===== src/sv/multi_pin_timestamp_debouncer_assert.svh =====
// Assertion macros shared by the debouncer RTL.
`ifndef MULTI_PIN_TIMESTAMP_DEBOUNCER_ASSERT_SVH
`define MULTI_PIN_TIMESTAMP_DEBOUNCER_ASSERT_SVH

`ifndef SYNTHESIS
// Same-cycle implication, checked out of reset.
`define MPTD_ASSERT_IMPL(label, clk, rst_n, ante, cons) \
    label: assert property (@(posedge clk) disable iff (!rst_n) (ante) |-> (cons)) \
        else $error("debouncer assertion failed");
// Next-cycle implication, checked out of reset.
`define MPTD_ASSERT_NEXT(label, clk, rst_n, ante, cons) \
    label: assert property (@(posedge clk) disable iff (!rst_n) (ante) |=> (cons)) \
        else $error("debouncer assertion failed");
`else
`define MPTD_ASSERT_IMPL(label, clk, rst_n, ante, cons)
`define MPTD_ASSERT_NEXT(label, clk, rst_n, ante, cons)
`endif

`endif


===== src/sv/mptd_pkg.sv =====
// Package with widths, reset values and register codes of the debouncer.
package mptd_pkg;

    localparam int PIN_COUNT = 16;
    localparam int TIME_BITS = 32;
    localparam int SETTLE_BITS = 16;
    localparam int DATA_BITS = 32;
    localparam int ADDR_BITS = 3;
    localparam int REG_INDEX_BITS = 1;

    localparam logic [SETTLE_BITS-1:0] SETTLE_RESET = SETTLE_BITS'(50);

    typedef logic [PIN_COUNT-1:0] pin_vec_t;
    typedef logic [TIME_BITS-1:0] time_t;

    typedef enum logic [REG_INDEX_BITS-1:0] {
        REG_SETTLE_TIME = 1'b0
    } reg_index_t;

endpackage


===== src/sv/mptd_channels.sv =====
// Valid/ready channel interfaces for pin samples and debounced results.
interface mptd_sample_if;
    logic                 valid;
    logic                 ready;
    mptd_pkg::pin_vec_t   pin_sample;
    mptd_pkg::time_t      now_ms;

    modport source (output valid, output pin_sample, output now_ms, input ready);
    modport sink (input valid, input pin_sample, input now_ms, output ready);
endinterface

interface mptd_result_if;
    logic                 valid;
    logic                 ready;
    mptd_pkg::pin_vec_t   pressed_mask;

    modport source (output valid, output pressed_mask, input ready);
    modport sink (input valid, input pressed_mask, output ready);
endinterface


===== src/sv/multi_pin_timestamp_debouncer.sv =====
// Per-pin time-stamp debouncer: 16 active-low inputs, one result per sample.
// Path: an accepted request is held in the input register, then moves on into the result register.
// Throughput: one request per cycle while results are taken, limited by the input register to result register step.
// Back-pressure: the input register acts as a skid stage while a result waits.
// Reset (rst_n low, asynchronous): settle time 50 ms, previous sample and stable
// levels all ones (nothing pressed), all change times zero, both stages empty.
`include "multi_pin_timestamp_debouncer_assert.svh"

module multi_pin_timestamp_debouncer
(
    input  logic                                clk,
    input  logic                                rst_n,
    // APB-style configuration port
    input  logic                                psel,
    input  logic                                penable,
    input  logic                                pwrite,
    input  logic [mptd_pkg::ADDR_BITS-1:0]      paddr,
    input  logic [mptd_pkg::DATA_BITS-1:0]      pwdata,
    output logic [mptd_pkg::DATA_BITS-1:0]      prdata,
    output logic                                pready,
    // Sample requests in, debounced results out
    mptd_sample_if.sink                         samples,
    mptd_result_if.source                       results
);

    // ------------------------------------------------------------------
    // Configuration: one register, settle_time_ms, at byte address 0.
    // ------------------------------------------------------------------
    logic [mptd_pkg::SETTLE_BITS-1:0]     settle_reg;
    logic [mptd_pkg::REG_INDEX_BITS-1:0]  reg_index;
    logic                                 cfg_write;
    logic                                 settle_write;
    logic [mptd_pkg::SETTLE_BITS-1:0]     settle_wdata;

    assign pready       = 1'b1;
    assign reg_index    = paddr[mptd_pkg::ADDR_BITS-1:2];
    assign cfg_write    = psel && penable && pwrite && pready;
    assign settle_write = cfg_write && (reg_index == mptd_pkg::REG_SETTLE_TIME);
    assign settle_wdata = pwdata[mptd_pkg::SETTLE_BITS-1:0];

    always_ff @(posedge clk or negedge rst_n)
    begin
        if (!rst_n)
        begin
            settle_reg <= mptd_pkg::SETTLE_RESET;
        end
        else if (settle_write)
        begin
            settle_reg <= settle_wdata;
        end
    end

    // Read back; addresses past the register list read as zero.
    always_comb
    begin
        unique case (reg_index)
            mptd_pkg::REG_SETTLE_TIME:
                prdata = mptd_pkg::DATA_BITS'(settle_reg);
            default:
                prdata = '0;
        endcase
    end

    // ------------------------------------------------------------------
    // Input register: captures a request whenever it is empty or drains.
    // ------------------------------------------------------------------
    logic                   in_valid_reg;
    mptd_pkg::pin_vec_t     in_sample_reg;
    mptd_pkg::time_t        in_now_reg;
    logic                   out_valid_reg;
    mptd_pkg::pin_vec_t     out_mask_reg;
    logic                   advance;
    logic                   in_accept;

    // Move the held request into the result register when that slot frees up.
    assign advance         = in_valid_reg && (!out_valid_reg || results.ready);
    assign samples.ready   = !in_valid_reg || advance;
    assign in_accept       = samples.valid && samples.ready;

    always_ff @(posedge clk or negedge rst_n)
    begin
        if (!rst_n)
        begin
            in_valid_reg <= 1'b0;
        end
        else if (samples.ready)
        begin
            in_valid_reg <= samples.valid;
        end
    end

    always_ff @(posedge clk)
    begin
        if (in_accept)
        begin
            in_sample_reg <= samples.pin_sample;
            in_now_reg    <= samples.now_ms;
        end
    end

    // ------------------------------------------------------------------
    // Debounce state, updated once per request as it advances.
    // ------------------------------------------------------------------
    mptd_pkg::pin_vec_t     prev_reg;
    mptd_pkg::pin_vec_t     stable_reg;
    mptd_pkg::time_t        change_time_reg [mptd_pkg::PIN_COUNT];

    mptd_pkg::pin_vec_t     changed;
    mptd_pkg::pin_vec_t     stable_next;
    mptd_pkg::time_t        change_time_next [mptd_pkg::PIN_COUNT];
    mptd_pkg::time_t        elapsed [mptd_pkg::PIN_COUNT];
    mptd_pkg::pin_vec_t     flip_on_change;

    assign changed        = in_sample_reg ^ prev_reg;
    assign flip_on_change = (stable_next ^ stable_reg) & changed;

    // Each pin on its own: restart its timer on an edge, and take the new
    // level once the timer has run past the settle time. A pin that just
    // changed sees zero elapsed time, so it keeps its stable level.
    always_comb
    begin
        for (int p = 0; p < mptd_pkg::PIN_COUNT; p++)
        begin
            change_time_next[p] = changed[p] ? in_now_reg : change_time_reg[p];
            elapsed[p]          = in_now_reg - change_time_next[p];
            if (elapsed[p] > mptd_pkg::TIME_BITS'(settle_reg))
            begin
                stable_next[p] = in_sample_reg[p];
            end
            else
            begin
                stable_next[p] = stable_reg[p];
            end
        end
    end

    always_ff @(posedge clk or negedge rst_n)
    begin
        if (!rst_n)
        begin
            prev_reg   <= '1;
            stable_reg <= '1;
            for (int p = 0; p < mptd_pkg::PIN_COUNT; p++)
            begin
                change_time_reg[p] <= '0;
            end
        end
        else if (advance)
        begin
            prev_reg   <= in_sample_reg;
            stable_reg <= stable_next;
            for (int p = 0; p < mptd_pkg::PIN_COUNT; p++)
            begin
                change_time_reg[p] <= change_time_next[p];
            end
        end
    end

    // ------------------------------------------------------------------
    // Result register: hold the inverted stable levels until taken.
    // ------------------------------------------------------------------
    always_ff @(posedge clk or negedge rst_n)
    begin
        if (!rst_n)
        begin
            out_valid_reg <= 1'b0;
        end
        else if (advance)
        begin
            out_valid_reg <= 1'b1;
        end
        else if (results.ready)
        begin
            out_valid_reg <= 1'b0;
        end
    end

    always_ff @(posedge clk)
    begin
        if (advance)
        begin
            out_mask_reg <= ~stable_next;
        end
    end

    assign results.valid        = out_valid_reg;
    assign results.pressed_mask = out_mask_reg;

    // ------------------------------------------------------------------
    // Checks
    // ------------------------------------------------------------------
    `MPTD_ASSERT_IMPL(a_no_overrun, clk, rst_n, in_accept && in_valid_reg, advance)
    `MPTD_ASSERT_NEXT(a_advance_fills_result, clk, rst_n, advance, out_valid_reg)
    `MPTD_ASSERT_IMPL(a_stable_only_on_quiet_pin, clk, rst_n, advance, flip_on_change == '0)
    `MPTD_ASSERT_NEXT(a_settle_write, clk, rst_n, settle_write, settle_reg == $past(settle_wdata))

endmodule

===== src/flat_wrapper.sv =====
// flat-port wrapper written by rule: the top's interface ports become plain ports
module multi_pin_timestamp_debouncer_flat 
  (clk, rst_n, psel, penable, pwrite, paddr, pwdata, prdata, pready, samples_valid, samples_pin_sample, samples_now_ms, samples_ready, results_valid, results_pressed_mask, results_ready);
  mptd_sample_if samples_i ();
  mptd_result_if results_i ();
  input  logic clk;
  input  logic rst_n;
  input  logic psel;
  input  logic penable;
  input  logic pwrite;
  input  logic [mptd_pkg::ADDR_BITS-1:0] paddr;
  input  logic [mptd_pkg::DATA_BITS-1:0] pwdata;
  output logic [mptd_pkg::DATA_BITS-1:0] prdata;
  output logic pready;
  input wire logic [$bits(samples_i.valid)-1:0] samples_valid;
  input wire logic [$bits(samples_i.pin_sample)-1:0] samples_pin_sample;
  input wire logic [$bits(samples_i.now_ms)-1:0] samples_now_ms;
  output wire logic [$bits(samples_i.ready)-1:0] samples_ready;
  output wire logic [$bits(results_i.valid)-1:0] results_valid;
  output wire logic [$bits(results_i.pressed_mask)-1:0] results_pressed_mask;
  input wire logic [$bits(results_i.ready)-1:0] results_ready;
  assign samples_i.valid = samples_valid;
  assign samples_i.pin_sample = samples_pin_sample;
  assign samples_i.now_ms = samples_now_ms;
  assign samples_ready = samples_i.ready;
  assign results_valid = results_i.valid;
  assign results_pressed_mask = results_i.pressed_mask;
  assign results_i.ready = results_ready;
  multi_pin_timestamp_debouncer u_core (.clk(clk), .rst_n(rst_n), .psel(psel), .penable(penable), .pwrite(pwrite), .paddr(paddr), .pwdata(pwdata), .prdata(prdata), .pready(pready), .samples(samples_i), .results(results_i));
endmodule

===== config.mk =====
export PLATFORM = sky130hd
export DESIGN_NAME = multi_pin_timestamp_debouncer_flat
export DESIGN_NICKNAME = d
export VERILOG_FILES = /design/src/sv/mptd_pkg.sv /design/src/sv/mptd_channels.sv /design/src/sv/multi_pin_timestamp_debouncer.sv /design/src/flat_wrapper.sv
export VERILOG_INCLUDE_DIRS = /design/src /design/src/sv
export SDC_FILE = /design/constraint.sdc
export NUM_CORES = 2
export LEC_CHECK = 0
export BUFFER_PORTS_ARGS = -buffer_cell sky130_fd_sc_hd__buf_2
export CAP_MARGIN = 0
export CORE_UTILIZATION = 36
export DETAILED_ROUTE_END_ITERATION = 8
export PLACE_DENSITY = 0.57
export SLEW_MARGIN = 10
export SYNTH_ARGS = -nofsm -noshare
export SYNTH_HDL_FRONTEND = slang
export SYNTH_SLANG_ARGS = --single-unit
export TNS_END_PERCENT = 50

===== constraint.sdc =====
create_clock -name clk -period 6.9 [get_ports clk]
set_clock_uncertainty 0.15 [all_clocks]
set_input_delay 1.38 -clock clk [delete_from_list [all_inputs] [get_ports clk]]
set_output_delay 1.38 -clock clk [all_outputs]
set_load 0.01 [all_outputs]

==> run_results.csv <==
group,metric,value,unit
die,die_area,186000,sq um
cts,hold_buffers,0,
sta,setup_viol,0,
cts,clk_root_buffer_cell,"clkbuf_16",
final_layout,largest_reg_flops,512,
synth,ys.flop_type,"dfrtp_1",
setup_path,critPathBufInv,0,
cts,cts_tree,"built",
setup_path,startpoint,"u_core.in_sample_reg[10]$_DFFE_PP_",
final_layout,drive_gt1_frac,0.0842,
setup_path,r2r-start,"u_core.in_sample_reg[10]$_DFFE_PP_",
sta,tightest_slew,1.14,ns
global_routing,grt_pass1_vias,59400,
global_routing,antenna_found_initial,6,
final_layout,fillers,18900,
sta,final_max_slew_viol_count,0,
sta,fmax,0.156,GHz
power_and_ir_drop,leakage,31.7,nW
die,die-width,431,microns
cts,htree_num_levels,3,
place,pre_cts_ws,0.389,ns
die,die_h,431,microns
drt,ant_nets,0,
drt,drtIter0Drc,5349,
synth,syn_area,66400,sq um
worst_hold_path,holdPathStages,2,
synth,synthTopCellsByArea,"dfrtp_1 20%, ha_1 11%, o21ai_0 6.5%, nand2_1 6.0%, mux2i_1 5.6%",
setup_path,cp.arrival,6.74,ns
drt,vias,63100,
place,place_area,69900,sq um
setup_path,worstPathRequired,7.23,ns
global_routing,gr-total-overflow,0,
drt,viasPerCell,5.80,
cts,clkSinkCount,626,
setup_path,end_kind,"flop",
drt,drc,0,
sta,setup_slack,0.488,ns
cts,clockBufferDepth,3,
setup_path,worst_path_largest_cell_delay,0.52,ns
place,dp.final_hpwl,169000,microns
cts,worstSkewPairLatency,0.75,ns
final_layout,syn_to_final_growth,10.1,%
synth,ys_seq_area_frac,0.242,
sta,fin_hold_ws,0.325,ns
synth,ys_ff_latch,626,
setup_path,worst-path-max-fanout,4,
setup_path,critPathKind,"flop to flop",
die,placement_rows,157,
worst_hold_path,hp-start,"u_core.change_time_reg[96]$_DFFE_PN0P_",
synth,synth_top_area_frac,0.199,
power_and_ir_drop,power,28.1,mW
sta,maxSlewHeadroom,0.240,
setup_path,start_kind,"flop",
global_routing,grt_max_degree,162,
final_layout,finalNetCount,9007,
synth,synthCells,8420,
cts,cts_made_buffers,88,
place,globalplace.congestion,0.915,
drt,wl_per_cell,21.5,microns
synth,synth_warnings,0,
setup_path,cp_top_family,"compound AO/OA/AOI/OAI gates",
global_routing,grt_usage,0.245,
synth,async_flop_share,0.898,
synth,ys_types,109,
power_and_ir_drop,vdd_drop_max,0.203,mV
final_layout,fin_area,73100,sq um
drt,first_pass_iters,6,
die,initial_core_util,0.362,
sta,finalCritPeriodShare,0.929,
die,ios,141,
global_routing,grt_pass1_wl,359000,microns
setup_path,path_depth,28,
drt,wirelength_met1,109000,microns
cts,post_cts_buffers,0,
setup_path,rr_worst_depth,28,
drt,route.met2.wl,107000,microns
die,core_area,183000,sq um
sta,finalHoldViolations,0,
setup_path,crit_top_cell,"a21oi_1",
worst_hold_path,hp-class,"flop to flop",
setup_path,slowest_stage,"edfxtp_1",
status,status,"complete, no violations",
run,drv_cap,0,
sta,setup_tns,0,ns
sta,finalCriticalPeriod,6.41,ns
cts,cts.clk_slew.worst_paths,0.06,ns
drt,met3WireLength,10800,microns
synth,avgSynthCellArea,7.88,sq um
synth,synth-edff-count,64,
power_and_ir_drop,cellPowerDensity,384,nW/um^2
place,port_buffers,105,
drt,wirelength,234000,microns
synth,synth_top_area_cell,"dfrtp_1",
drt,top_layer,"met4",
final timing paths:
| path | to | slack [ns] |
|---|---|---|
| max | u_core.results.pressed_mask[10]$_DFFE_PP_ | 0.49 |
| min | u_core.change_time_reg[96]$_DFFE_PN0P_ | 0.33 |
| max reg2reg | u_core.results.pressed_mask[10]$_DFFE_PP_ | 0.49 |
| min reg2reg | u_core.change_time_reg[96]$_DFFE_PN0P_ | 0.33 |
| max in group asynchronous | u_core.change_time_reg[388]$_DFFE_PN0P_ | 4.52 |
| min in group asynchronous | u_core.change_time_reg[506]$_DFFE_PN0P_ | 0.58 |
where the power goes:
part | total, mW | switching [mW] | internal [mW]
Combinational | 17.3 | 10.3 | 7.01
Sequential | 5.79 | 0.983 | 4.81
Clock | 4.94 | 2.01 | 2.93
timing repair:
action,4_1_cts,5_1_grt
resized for setup,0,8
endpoints found under the setup margin,0,4
endpoints found under the hold margin,0,0
through the flow:
step,instances,util
CTS,10900,0.399
finish,10900,0.399
detailed placement,10700,0.382
global route,10900,0.399
floorplan,8435,-
global placement,10700,0.382
layout make-up:
| class | count | area [sq um] | share of cell area |
|---|---|---|---|
| Tap cell | 2464 | 3080 | 0.0422 |
| Inverter | 261 | 985 | 0.0135 |
| Clock buffer | 123 | 2560 | 0.0350 |
| Clock inverter | 43 | 534 | 0.00731 |
| Multi-Input combinational cell | 7040 | 47600 | 0.651 |
| Timing Repair Buffer | 308 | 2310 | 0.0316 |
| Antenna cell | 2 | 5.00 | 0.0000685 |
| Sequential cell | 626 | 16000 | 0.219 |
layer usage:
metal | vias up | track usage
met2 | 1634 | 0.404
met5 | - | 0
met1 | 30500 | 0.335
met3 | 328 | 0.0224
met4 | 0 | 0.0803
li1 | 30600 | -
cell usage after synthesis (all sizes together) (206+ instances only):
| cell | number |
|---|---|
| clkbuf | 397 |
| a21o | 239 |
| inv | 261 |
| o21ai | 882 |
| xnor2 | 261 |
| dfrtp | 527 |
| nor2 | 509 |
| xor2 | 206 |
| mux2i | 368 |
| a21oi | 616 |
| nand2 | 1063 |
| ha | 592 |
worst register-to-register path: cells and delay by family (launching register included):
kind	cells	cell delay (ns)
adder cells (fa/ha/maj)	2	0.50
flip-flops	1	0.52
AND/OR/NAND/NOR	6	1.19
XOR/XNOR	2	0.48
AO/OA/AOI/OAI	17	3.18
multiplexers	1	0.13
layout by cell type (no fill, tap or decap), types with 25 or more instances in the layout:
master / synthesis / routed
nand2_1: 1063 / 1062
o21ai_0: 856 / 856
a21oi_1: 614 / 613
ha_1: 592 / 592
dfrtp_1: 527 / 527
nor2_1: 507 / 507
mux2i_1: 368 / 368
inv_1: 257 / 246
xnor2_1: 260 / 245
a21o_1: 239 / 239
xor2_1: 204 / 195
buf_4: 30 / 183
nor2b_1: 179 / 179
nand2b_1: 177 / 177
nand3_1: 153 / 153
maj3_1: 146 / 146
nand4_1: 140 / 140
nor3_1: 132 / 132
buf_2: 35 / 104
a31oi_1: 97 / 97
mux2_2: 92 / 92
clkbuf_16: 0 / 90
o31ai_1: 89 / 89
o21a_1: 79 / 79
o211ai_1: 74 / 74
o21bai_1: 72 / 72
and3_1: 69 / 69
a211oi_1: 69 / 69
edfxtp_1: 64 / 64
o22ai_1: 56 / 56
nor4_1: 42 / 41
and2_1: 41 / 40
dfstp_2: 35 / 35
a311oi_1: 28 / 28
a211o_1: 27 / 27
a2111oi_0: 29 / 27
o21ai_1: 26 / 26
or2_2: 26 / 26
a31o_2: 25 / 25
cells by family (layout without fill, tap and decap cells):
logic type,count (synthesis),after routing,synth area share
AO/OA/AOI/OAI,2689,2689,0.254
AND/OR/NAND/NOR,2664,2664,0.190
buffers and inverters,769,735,0.0463
adder cells (fa/ha/maj),739,739,0.134
flip-flops,626,626,0.242
XOR/XNOR,467,467,0.0620
multiplexers,464,464,0.0718
other,2,19,0.000113
Power figures use the tool's default switching activity.
